==> src/hdl/lvtw_pkg.sv <==
// Shared types and constants for the line voxel track walker.
// Used by every module in hdl/; depends on nothing.
package lvtw_pkg;

    // Grid size in cubes
    localparam int GRID_X = 16;
    localparam int GRID_Y = 16;
    localparam int GRID_Z = 51;

    // Cube coordinate width (signed, holds one cube outside the grid)
    localparam int CW = 8;
    // Fraction bits of the Q16.16 line registers
    localparam int QF = 16;
    // Wide working width for plane arithmetic
    localparam int WW = 50;
    // Squared distance width
    localparam int DW = 2 * (CW + 1) + 2;

    // APB address width and register indexes
    localparam int ADDR_W = 5;
    localparam logic [ADDR_W-3:0] REG_SLOPE_X     = 3'd0;
    localparam logic [ADDR_W-3:0] REG_OFFSET_X    = 3'd1;
    localparam logic [ADDR_W-3:0] REG_SLOPE_Y     = 3'd2;
    localparam logic [ADDR_W-3:0] REG_OFFSET_Y    = 3'd3;
    localparam logic [ADDR_W-3:0] REG_INV_SLOPE_X = 3'd4;
    localparam logic [ADDR_W-3:0] REG_INV_SLOPE_Y = 3'd5;

    // Item modes
    localparam logic MODE_START   = 1'b0;
    localparam logic MODE_ADVANCE = 1'b1;

    // Faces in test order
    localparam logic [2:0] FACE_X_LO = 3'd0;
    localparam logic [2:0] FACE_Y_LO = 3'd1;
    localparam logic [2:0] FACE_Z_LO = 3'd2;
    localparam logic [2:0] FACE_X_HI = 3'd3;
    localparam logic [2:0] FACE_Y_HI = 3'd4;
    localparam logic [2:0] FACE_Z_HI = 3'd5;

    // Phases of one face test
    localparam logic [2:0] PH_OPS1 = 3'd0;
    localparam logic [2:0] PH_MUL1 = 3'd1;
    localparam logic [2:0] PH_T    = 3'd2;
    localparam logic [2:0] PH_OPS2 = 3'd3;
    localparam logic [2:0] PH_MUL2 = 3'd4;
    localparam logic [2:0] PH_HIT  = 3'd5;

    // Last neighbor offset of the start search
    localparam logic [1:0] OFF_MAX = 2'd2;

    typedef enum logic [2:0] {
        ERR_OK,
        ERR_NO_START,
        ERR_OUT_OF_VOLUME,
        ERR_NO_EXIT,
        ERR_ONE_EXIT,
        ERR_EXTRA_EXITS,
        ERR_SECOND_REVERSAL,
        ERR_NO_ALTERNATE
    } err_t;

    typedef struct packed {
        logic       mode;
        logic [3:0] seed_x;
        logic [3:0] seed_y;
        logic [5:0] seed_z;
        logic [3:0] goal_x;
        logic [3:0] goal_y;
        logic [5:0] goal_z;
    } item_t;

    typedef struct packed {
        logic [3:0] cube_x;
        logic [3:0] cube_y;
        logic [5:0] cube_z;
        logic       restart;
        logic       last;
        logic [2:0] error;
    } result_t;

    typedef struct packed {
        logic signed [31:0] slope_x;
        logic signed [31:0] offset_x;
        logic signed [31:0] slope_y;
        logic signed [31:0] offset_y;
        logic signed [31:0] inv_slope_x;
        logic signed [31:0] inv_slope_y;
    } cfg_t;

    typedef struct packed {
        logic signed [CW-1:0] x;
        logic signed [CW-1:0] y;
        logic signed [CW-1:0] z;
    } cube_t;

    // Controller to datapath
    typedef struct packed {
        logic       load;
        logic       mask_clr;
        logic       face_step;
        logic       best_upd;
        logic       finish;
        logic [2:0] face;
        logic [2:0] phase;
        logic [1:0] off_i;
        logic [1:0] off_j;
        logic [1:0] off_k;
    } cmd_t;

    // Datapath to controller
    typedef struct packed {
        logic is_start;
        logic cand_in_vol;
        logic out_busy;
    } status_t;

endpackage

==> src/hdl/lvtw_dp.sv <==
// Datapath of the line voxel track walker: shared multiplier, face tests,
// start search, track state and output register. Depends on lvtw_pkg.
module lvtw_dp (
    input  logic              clk,
    input  logic              rst_n,
    input  lvtw_pkg::cfg_t    cfg,
    input  lvtw_pkg::item_t   item,
    input  lvtw_pkg::cmd_t    cmd,
    output lvtw_pkg::status_t status,
    output lvtw_pkg::result_t result,
    output logic              result_valid,
    input  logic              result_ready
);
    import lvtw_pkg::*;

    localparam logic signed [WW-1:0] SAT_HI = {{(WW-31){1'b0}}, {31{1'b1}}};
    localparam logic signed [WW-1:0] SAT_LO = {{(WW-31){1'b1}}, {31{1'b0}}};
    localparam logic signed [WW-1:0] Q_STEP = {{(WW-QF-1){1'b0}}, 1'b1, {QF{1'b0}}};

    function automatic logic in_volume(cube_t c);
        return !c.x[CW-1] && (c.x < $signed(CW'(GRID_X)))
            && !c.y[CW-1] && (c.y < $signed(CW'(GRID_Y)))
            && !c.z[CW-1] && (c.z < $signed(CW'(GRID_Z)));
    endfunction

    function automatic logic signed [31:0] sat32(logic signed [WW-1:0] v);
        logic signed [31:0] r;
        if (v > SAT_HI)
            r = SAT_HI[31:0];
        else if (v < SAT_LO)
            r = SAT_LO[31:0];
        else
            r = v[31:0];
        return r;
    endfunction

    function automatic logic signed [WW-1:0] sx32(logic signed [31:0] v);
        return {{(WW-32){v[31]}}, v};
    endfunction

    // Strictly inside the open interval of cube coordinate c
    function automatic logic in_open(logic signed [WW-1:0] v, logic signed [CW-1:0] c);
        logic signed [WW-1:0] lo;
        lo = {{(WW-CW-QF){c[CW-1]}}, c, {QF{1'b0}}};
        return (v > lo) && (v < lo + Q_STEP);
    endfunction

    function automatic cube_t neighbor(cube_t c, logic [2:0] f);
        cube_t r;
        r = c;
        case (f)
            FACE_X_LO: r.x = c.x - CW'(1);
            FACE_Y_LO: r.y = c.y - CW'(1);
            FACE_Z_LO: r.z = c.z - CW'(1);
            FACE_X_HI: r.x = c.x + CW'(1);
            FACE_Y_HI: r.y = c.y + CW'(1);
            FACE_Z_HI: r.z = c.z + CW'(1);
            default:   r = c;
        endcase
        return r;
    endfunction

    item_t                item_reg;
    cube_t                cur_reg, prev_reg, first_reg, other_reg, end_reg, best_reg;
    logic                 prev_valid_reg, other_valid_reg, reversed_reg, found_reg;
    logic [5:0]           mask_reg;
    logic signed [31:0]   opa_reg, opb_reg;
    logic signed [63:0]   prod_reg;
    logic signed [WW-1:0] t_reg;
    logic [DW-1:0]        bestd_reg;
    result_t              out_reg;
    logic                 out_valid_reg;

    cube_t                seed_c, cand, e0, e1, nxt, back;
    logic                 is_start, ax_x, ax_y, is_hi, hit, start_hit;
    logic signed [CW-1:0] sel;
    logic signed [CW:0]   pc;
    logic signed [WW-1:0] plane_q, prod_hi, sum_a;
    logic signed [31:0]   opa, opb, off_a, off_b;
    logic signed [WW-1:0] t_new;
    logic [2:0]           n_exit;
    logic signed [DW-1:0] dxw, dyw, dzw;
    logic [DW-1:0]        sq_dist;
    logic signed [CW:0]   ex, ey, ez;
    logic                 near;
    err_t                 res_err;
    logic                 res_restart, first_act, ow_set, rev_act;

    assign is_start = (item_reg.mode == MODE_START);

    // Cube under test: a neighbor of the seed or the current cube
    always_comb
    begin
        seed_c.x = {{(CW-4){1'b0}}, item_reg.seed_x};
        seed_c.y = {{(CW-4){1'b0}}, item_reg.seed_y};
        seed_c.z = {{(CW-6){1'b0}}, item_reg.seed_z};
        if (is_start)
        begin
            cand.x = seed_c.x + CW'(cmd.off_i) - CW'(1);
            cand.y = seed_c.y + CW'(cmd.off_j) - CW'(1);
            cand.z = seed_c.z + CW'(cmd.off_k) - CW'(1);
        end
        else
        begin
            cand = cur_reg;
        end
    end

    // Face plane and multiplier operands
    always_comb
    begin
        ax_x    = (cmd.face == FACE_X_LO) || (cmd.face == FACE_X_HI);
        ax_y    = (cmd.face == FACE_Y_LO) || (cmd.face == FACE_Y_HI);
        is_hi   = (cmd.face >= FACE_X_HI);
        sel     = ax_x ? cand.x : (ax_y ? cand.y : cand.z);
        pc      = {sel[CW-1], sel} + $signed({{CW{1'b0}}, is_hi});
        plane_q = {{(WW-CW-1-QF){pc[CW]}}, pc, {QF{1'b0}}};
        prod_hi = {{(WW-64+QF){prod_reg[63]}}, prod_reg[63:QF]};
        off_a   = ax_y ? cfg.offset_y : cfg.offset_x;
        off_b   = ax_y ? cfg.offset_x : cfg.offset_y;
        if (cmd.phase == PH_OPS1)
        begin
            if (ax_x)
            begin
                opa = sat32(plane_q - sx32(cfg.offset_x));
                opb = cfg.inv_slope_x;
            end
            else if (ax_y)
            begin
                opa = sat32(plane_q - sx32(cfg.offset_y));
                opb = cfg.inv_slope_y;
            end
            else
            begin
                opa = cfg.slope_x;
                opb = plane_q[31:0];
            end
        end
        else
        begin
            opa = ax_y ? cfg.slope_x : cfg.slope_y;
            opb = (ax_x || ax_y) ? t_reg[31:0] : plane_q[31:0];
        end
        t_new = (ax_x || ax_y) ? sx32(sat32(prod_hi)) : prod_hi + sx32(off_a);
        sum_a = prod_hi + sx32(off_b);
        if (ax_x)
            hit = in_open(t_reg, cand.z) && in_open(sum_a, cand.y);
        else if (ax_y)
            hit = in_open(t_reg, cand.z) && in_open(sum_a, cand.x);
        else
            hit = in_open(t_reg, cand.x) && in_open(sum_a, cand.y);
    end

    // Exits in face order and their count
    always_comb
    begin
        n_exit = '0;
        e0     = cur_reg;
        e1     = cur_reg;
        for (int i = 0; i < 6; i++)
        begin
            if (mask_reg[i])
            begin
                if (n_exit == 3'd0)
                    e0 = neighbor(cur_reg, 3'(i));
                else if (n_exit == 3'd1)
                    e1 = neighbor(cur_reg, 3'(i));
                n_exit = n_exit + 3'd1;
            end
        end
    end

    // Squared distance of the candidate to the goal
    always_comb
    begin
        dxw       = DW'($signed({cand.x[CW-1], cand.x}) - $signed({1'b0, CW'(item_reg.goal_x)}));
        dyw       = DW'($signed({cand.y[CW-1], cand.y}) - $signed({1'b0, CW'(item_reg.goal_y)}));
        dzw       = DW'($signed({cand.z[CW-1], cand.z}) - $signed({1'b0, CW'(item_reg.goal_z)}));
        sq_dist   = DW'(dxw * dxw + dyw * dyw + dzw * dzw);
        start_hit = in_volume(cand) && (n_exit == 3'd2);
    end

    // Outcome of the word
    always_comb
    begin
        nxt         = cur_reg;
        res_err     = ERR_OK;
        res_restart = 1'b0;
        first_act   = 1'b0;
        ow_set      = 1'b0;
        rev_act     = 1'b0;
        back        = (e1 == prev_reg) ? e0 : e1;
        if (is_start)
        begin
            if (found_reg)
                nxt = best_reg;
            else
                res_err = ERR_NO_START;
        end
        else if (!in_volume(cur_reg))
            res_err = ERR_OUT_OF_VOLUME;
        else if (n_exit == 3'd0)
            res_err = ERR_NO_EXIT;
        else if (n_exit == 3'd1)
            res_err = ERR_ONE_EXIT;
        else if (n_exit > 3'd2)
            res_err = ERR_EXTRA_EXITS;
        else if (!prev_valid_reg)
        begin
            first_act = 1'b1;
            if (in_volume(e0) && in_volume(e1))
            begin
                ow_set = 1'b1;
                nxt    = e0;
            end
            else if (!in_volume(e0))
                nxt = e1;
            else
                nxt = e0;
        end
        else if (!in_volume(back))
        begin
            if (reversed_reg)
                res_err = ERR_SECOND_REVERSAL;
            else if (!other_valid_reg)
                res_err = ERR_NO_ALTERNATE;
            else
            begin
                rev_act     = 1'b1;
                res_restart = 1'b1;
                nxt         = other_reg;
            end
        end
        else
            nxt = back;
        ex   = $signed({end_reg.x[CW-1], end_reg.x}) - $signed({nxt.x[CW-1], nxt.x});
        ey   = $signed({end_reg.y[CW-1], end_reg.y}) - $signed({nxt.y[CW-1], nxt.y});
        ez   = $signed({end_reg.z[CW-1], end_reg.z}) - $signed({nxt.z[CW-1], nxt.z});
        near = (ex >= -1) && (ex <= 1) && (ey >= -1) && (ey <= 1)
            && (ez >= -1) && (ez <= 1);
    end

    // Work registers: item, multiplier pipeline, start search, output word
    always_ff @(posedge clk)
    begin
        prod_reg <= opa_reg * opb_reg;
        if (cmd.load)
            item_reg <= item;
        if (cmd.face_step && (cmd.phase == PH_OPS1 || cmd.phase == PH_OPS2))
        begin
            opa_reg <= opa;
            opb_reg <= opb;
        end
        if (cmd.face_step && cmd.phase == PH_T)
            t_reg <= t_new;
        if (cmd.best_upd && start_hit && (!found_reg || sq_dist < bestd_reg))
        begin
            best_reg  <= cand;
            bestd_reg <= sq_dist;
        end
        if (cmd.finish)
        begin
            out_reg.cube_x  <= nxt.x[3:0];
            out_reg.cube_y  <= nxt.y[3:0];
            out_reg.cube_z  <= nxt.z[5:0];
            out_reg.restart <= res_restart;
            out_reg.last    <= (res_err == ERR_OK) && !is_start && near;
            out_reg.error   <= res_err;
        end
    end

    // Control flags and track state
    always_ff @(posedge clk or negedge rst_n)
    begin
        if (!rst_n)
        begin
            found_reg       <= 1'b0;
            mask_reg        <= '0;
            out_valid_reg   <= 1'b0;
            cur_reg         <= '0;
            prev_reg        <= '0;
            first_reg       <= '0;
            other_reg       <= '0;
            end_reg         <= '0;
            prev_valid_reg  <= 1'b0;
            other_valid_reg <= 1'b0;
            reversed_reg    <= 1'b0;
        end
        else
        begin
            if (cmd.load)
                found_reg <= 1'b0;
            else if (cmd.best_upd && start_hit)
                found_reg <= 1'b1;
            if (cmd.mask_clr)
                mask_reg <= '0;
            else if (cmd.face_step && cmd.phase == PH_HIT)
                mask_reg[cmd.face] <= hit;
            if (cmd.finish)
                out_valid_reg <= 1'b1;
            else if (result_ready)
                out_valid_reg <= 1'b0;
            if (cmd.finish && res_err == ERR_OK)
            begin
                cur_reg <= nxt;
                if (is_start)
                begin
                    end_reg.x       <= {{(CW-4){1'b0}}, item_reg.goal_x};
                    end_reg.y       <= {{(CW-4){1'b0}}, item_reg.goal_y};
                    end_reg.z       <= {{(CW-6){1'b0}}, item_reg.goal_z};
                    prev_valid_reg  <= 1'b0;
                    other_valid_reg <= 1'b0;
                    reversed_reg    <= 1'b0;
                end
                else if (first_act)
                begin
                    first_reg      <= cur_reg;
                    prev_reg       <= cur_reg;
                    prev_valid_reg <= 1'b1;
                    if (ow_set)
                    begin
                        other_reg       <= e1;
                        other_valid_reg <= 1'b1;
                    end
                end
                else if (rev_act)
                begin
                    prev_reg     <= first_reg;
                    reversed_reg <= 1'b1;
                end
                else
                begin
                    prev_reg <= cur_reg;
                end
            end
        end
    end

    assign result       = out_reg;
    assign result_valid = out_valid_reg;

    always_comb
    begin
        status.is_start    = is_start;
        status.cand_in_vol = in_volume(cand);
        status.out_busy    = out_valid_reg && !result_ready;
    end

`ifndef ASSERT_OFF
    a_err_flags: assert property (@(posedge clk) disable iff (!rst_n)
        result_valid |-> (result.error == ERR_OK || (!result.restart && !result.last)))
        else $error("error word carries restart or last");

    a_restart_rev: assert property (@(posedge clk) disable iff (!rst_n)
        (cmd.finish && res_restart) |=> reversed_reg)
        else $error("restart without reversal recorded");

    a_two_exits: assert property (@(posedge clk) disable iff (!rst_n)
        (cmd.finish && !is_start && res_err == ERR_OK) |-> ($countones(mask_reg) == 2))
        else $error("advance taken without exactly two exits");
`endif

endmodule
==> config.mk <==
export PLATFORM = sky130hd
export DESIGN_NAME = lvtw_dp
export DESIGN_NICKNAME = d
export VERILOG_FILES = /design/src/hdl/lvtw_pkg.sv /design/src/hdl/lvtw_dp.sv
export SDC_FILE = /design/constraint.sdc
export NUM_CORES = 2
export LEC_CHECK = 0
export ABC_AREA = 1
export CAP_MARGIN = 20
export CORE_ASPECT_RATIO = 2
export CORE_MARGIN = 2
export CORE_UTILIZATION = 50
export DETAILED_ROUTE_END_ITERATION = 7
export DONT_BUFFER_PORTS = 1
export GPL_TIMING_DRIVEN = 0
export SLEW_MARGIN = 25
export SYNTH_ARGS = -nofsm -noshare
export SYNTH_HDL_FRONTEND = slang
export SYNTH_SLANG_ARGS = --single-unit
==> constraint.sdc <==
create_clock -name clk -period 28.8 [get_ports clk]
set_input_delay 5.76 -clock clk [delete_from_list [all_inputs] [get_ports clk]]
set_output_delay 5.76 -clock clk [all_outputs]
set_load 0.05 [all_outputs]
==> results.md, run 1 <==
| Item | This run |
|:---|:---|
| Top area cells in the synthesized netlist | fa_1 33%, ha_1 12%, nand2_1 11%, inv_1 11%, edfxtp_1 7.5% |
| Cells resized by post-CTS repair | 0 |
| Most common cell in the netlist | nand2_1 |
| Error that stopped the run | [ERROR GRT-0116] Global routing finished with congestion. Check the congestion regions in the DRC Viewer. |
| Average instance area after synthesis | 7.86 µm² |
| Yosys warnings | 0 |
| Mapped Cells | 10442 |
| Distinct cells, synth | 74 |
| Post-synthesis compound-gate area fraction | 9.81% |
| Number of flip-flops and latches in the synthesized netlist | 374 |
| First-pass GRT wire length | 646000 µm |
| Asr flop ratio synth | 32.4% |
| Total CTS buffers | 39 |
| Number of nets in the synthesized netlist | 12800 |
| Post-Place Setup Slack | 10.11 ns |
| Chip width | 291 µm |
| Maximum root-to-sink buffer count | 3 |
| Last stage reached | global routing |
| Synthesized-area fraction occupied by xor and xnor cells | 3.09% |
| Combinational family with the most area after synthesis | adder cells |
| Clock sink count | 374 |
| CTS HTree Levels | 2 |
| Vias in the first global route | 85915 |
| Number of primary I/O pins | 264 |
| Global-route usage over all layers | 55.3% |
| Register area share after synthesis | 12.4% |
| # hold bufs at CTS | 0 |
| Summed instance area of the synthesized netlist | 82100 µm² |
| Post-synth top area share | 32.6% |
| Fraction of the mapped netlist area in adder cells | 44.5% |
| Primary flip-flop cell chosen by synthesis mapping | edfxtp_1 |
| Pin count of the biggest net entering global routing | 122 |
| Remaining global-route overflow | 28 |
| Mux cell area share after synthesis | 0.0381% |
| Vertical extent of the die | 577 µm |
| Library cell with the largest summed area after synthesis | fa_1 |
| Top cell types by occurrence after synthesis | 2387 x nand2_1, 2359 x inv_1, 1336 x fa_1 |
| Count of input and output buffers | 0 |
| Number of buffers added for setup after CTS | 0 |
| Number of flops mapped to enable cells by yosys | 205 |
| Simple-Gate Fraction of Synth Area | 17.5% |
| Estimated wirelength of the detail-placed design | 358000 µm |
| Outcome | did not finish |
| Starting utilization of the core area | 50.2% |
| Number of standard-cell rows in the floorplan | 210 |
| Clock root cell | clkbuf_16 |
| Final weighted congestion of routability-driven global placement | 1.20 |
## kinds of logic after synthesis
group	Yosys count
compound gates	1394
xor+xnor	290
fa+ha+maj	2117
buf+inv	2748
flops	374
mux	3
simple gates	3516
## stage by stage
stage / instance area, µm² / instances / hold slack, ns
after global placement: 84700 / 12562 / 0.457
after CTS: 86800 / 12660 / 0.486
after floorplan: 82100 / 10442 / 0.436
after detailed placement: 85400 / 12589 / 0.466
## metal layers
layer	GRT overflow	track usage (%)
met5	0	2.09
met4	18	67.2
met3	0	24.5
met2	10	85.8
met1	0	49.1
==> run 2, diff against run 1 <==
- CORE_ASPECT_RATIO: 2 -> default
- CORE_UTILIZATION: 50 -> 35
- PLACE_DENSITY_LB_ADDON: default -> 0.15
==> results.md, run 2 <==
| Item | This run |
|:---|:---|
| Final weighted congestion of routability-driven global placement | 1.07 |
| Vias per cell | 5.26 |
| Total vias in the final route | 72209 |
| Cell with the largest stage delay on the worst path | nor2_2 |
| Overall die area | 238000 µm² |
| Top area cells in the synthesized netlist | fa_1 33%, ha_1 12%, nand2_1 11%, inv_1 11%, edfxtp_1 7.5% |
| Startpoint of the tightest hold check path | first_reg[23] |
| Average instance area after synthesis | 7.86 µm² |
| CP bufs+invs | 8 |
| Primary flip-flop cell chosen by synthesis mapping | edfxtp_1 |
| Global-route usage over all layers | 31.7% |
| Worst Tran Pin Value | 1.20 ns |
| Reg-to-Reg Start | item_reg[28] |
| Nets@finish | 12885 |
| Estimated wirelength of the detail-placed design | 326000 µm |
| Clock tree skew after final layout | 0.0407 ns |
| Delay-heaviest family, CP | adder cells |
| Most common cell in the netlist | nand2_1 |
| Number of buffers added for setup after CTS | 0 |
| Category of the worst setup path launch point | input port |
| Total CTS buffers | 49 |
| Mapped Cells | 10442 |
| Number of nets in the synthesized netlist | 12800 |
| Maximum root-to-sink buffer count | 3 |
| Distinct cells, synth | 74 |
| Tmin final | 17.71 ns |
| Drt first-iter violations | 6648 |
| Stage delay of the slowest cell on the critical path | 0.73 ns |
| Number of failing hold endpoints at the final stage | 0 |
| Detailed-route wire length per cell | 27.5 µm |
| Vertical extent of the die | 488 µm |
| Chip width | 488 µm |
| Max Freq | 56.5 MHz |
| DR DRC count | 0 |
| Final standard cell utilization of the core | 38.0% |
| Layout-stage area growth over the synthesis result | 7.92% |
| Remaining global-route overflow | 0 |
| Top cell types by occurrence after synthesis | 2387 x nand2_1, 2359 x inv_1, 1336 x fa_1 |
| Outcome | completed |
| Hold endpoint | first_reg[23] |
| Leading cell types in the layout, fill and taps excluded | 2387 x nand2_1, 2357 x inv_1, 1336 x fa_1 |
| TritonCTS clock tree | yes |
| Final setup viols | 0 |
| # hold bufs at CTS | 0 |
| Crit. path cell count | 48 |
| Type of the most critical hold path | reg -> reg |
| Number of nets still failing antenna checks after routing | 0 |
| Detailed route wirelength on metal2 | 171000 µm |
| Library cell with the largest summed area after synthesis | fa_1 |
| Capturing point of the worst reg2reg path | best_reg[9] |
| Share of post-route cells with drive strength above 1 | 3.36% |
| Kind of critical path | in -> reg |
| Leading cell type in the layout, fill and taps excluded | nand2_1 |
| Area of the core | 233000 µm² |
| Depth of the most critical reg-to-reg path | 48 |
| Post-synth top area share | 32.6% |
| CP endpoint kind | flop |
| Asr flop ratio synth | 32.4% |
| Number of flops mapped to enable cells by yosys | 205 |
| Pre-antenna DRT Iters | 7 |
| Clk Latency, worst-skew pair | 0.70 ns |
| Headroom to the max-slew limit | 19.8% |
| Count of input and output buffers | 0 |
| First-pass GRT wire length | 537000 µm |
| Sum Neg Setup Slack | 0 ns |
| Critical Path AT | 18.08 ns |
| Hold Crit Depth | 2 |
| Cells resized by post-CTS repair | 0 |
| Worst Slack Setup Final | 11.09 ns |
| Number of primary I/O pins | 264 |
| Final slew viol count | 0 |
| Pin count of the biggest net entering global routing | 122 |
| Number of filler instances in the final layout | 24687 |
| Worst Setup SP | cmd[5] |
| Largest fanout on the critical path | 18 |
| Summed instance area of the synthesized netlist | 82100 µm² |
| Post-Place Setup Slack | 10.44 ns |
| Number of standard-cell rows in the floorplan | 177 |
| R2R setup slack | 14.08 ns |
| Met3 wire length | 26700 µm |
| Initial antenna violation count | 49 |
| Max-capacitance violation count | 0 |
| Starting utilization of the core area | 35.2% |
| CTS HTree Levels | 2 |
| RSZ-0062 raised after global routing | false |
| Max reg flops | 49 |
| Number of flip-flops and latches in the synthesized netlist | 374 |
| Required arrival time at the worst endpoint | 29.17 ns |
| Yosys warnings | 0 |
| Final wirelength | 377000 µm |
| Register area share after synthesis | 12.4% |
| Metal-1 WL | 155000 µm |
| Crit share post-route | 61.5% |
| Clock root cell | clkbuf_16 |
| Vias in the first global route | 73695 |
| Clock sink count | 374 |
| Clock input transition at the sequential cells of the worst setup and hold paths | 0.06 ns |
| Top layer reached by signal wires | met5 |
-- run 2: routing by layer --
metal,vias up,GRT usage [%]
li1,32429,-
met1,36381,41.0
met3,640,5.56
met2,2751,50.2
met5,-,0
met4,8,17.6
-- run 2: worst max path at each step --
stage,to
global route,best_reg[9]
finish,best_reg[9]
CTS,best_reg[9]
global placement,bestd_reg[19]
detailed placement,bestd_reg[18]
floorplan,best_reg[0]
-- run 2: per-stage QoR --
| stage | area, µm² | hold WS, ns | std cells |
|---|---|---|---|
| finish | 88600 | 0.480 | 13741 |
| global route | 88600 | 0.507 | 13738 |
| CTS | 88500 | 0.478 | 13700 |
| detailed placement | 86700 | 0.465 | 13608 |
| global placement | 86000 | 0.467 | 13574 |
| floorplan | 82100 | 0.436 | 10442 |
-- run 2: layout make-up --
type                       count  area [µm²]  area share (%)
antenna                       41         103           0.116
buffer                       352        1500            1.70
clock buffer                  61        1320            1.49
clock inverter                31         435           0.491
inverter                    2396        9000            10.2
multi-input combinational   7320       61600            69.6
sequential                   374       10100            11.5
tap                         3132        3920            4.42
timing repair buffer          34         527           0.595
-- run 2: kinds of logic after synthesis --
group | synth area share [%]
adder cells (fa/ha/maj) | 44.5
flip-flops | 12.4
buffers and inverters | 12.7
AND/OR/NAND/NOR | 17.5
XOR/XNOR | 3.09
AO/OA/AOI/OAI | 9.81
multiplexers | 0.0381
-- run 2: worst reg2reg max path: cells and delay by family (launching register included) --
kind / cells / cell delay [ns]
adder cells (fa/ha/maj): 12 / 5.03
AO/OA/AOI/OAI: 16 / 3.93
buffers and inverters: 15 / 3.61
AND/OR/NAND/NOR: 4 / 1.11
flip-flops: 1 / 0.58
XOR/XNOR: 1 / 0.16
Power of run 2 is not shown: default switching activity piles up to over one toggle a cycle in this logic, so the estimate is an artifact.
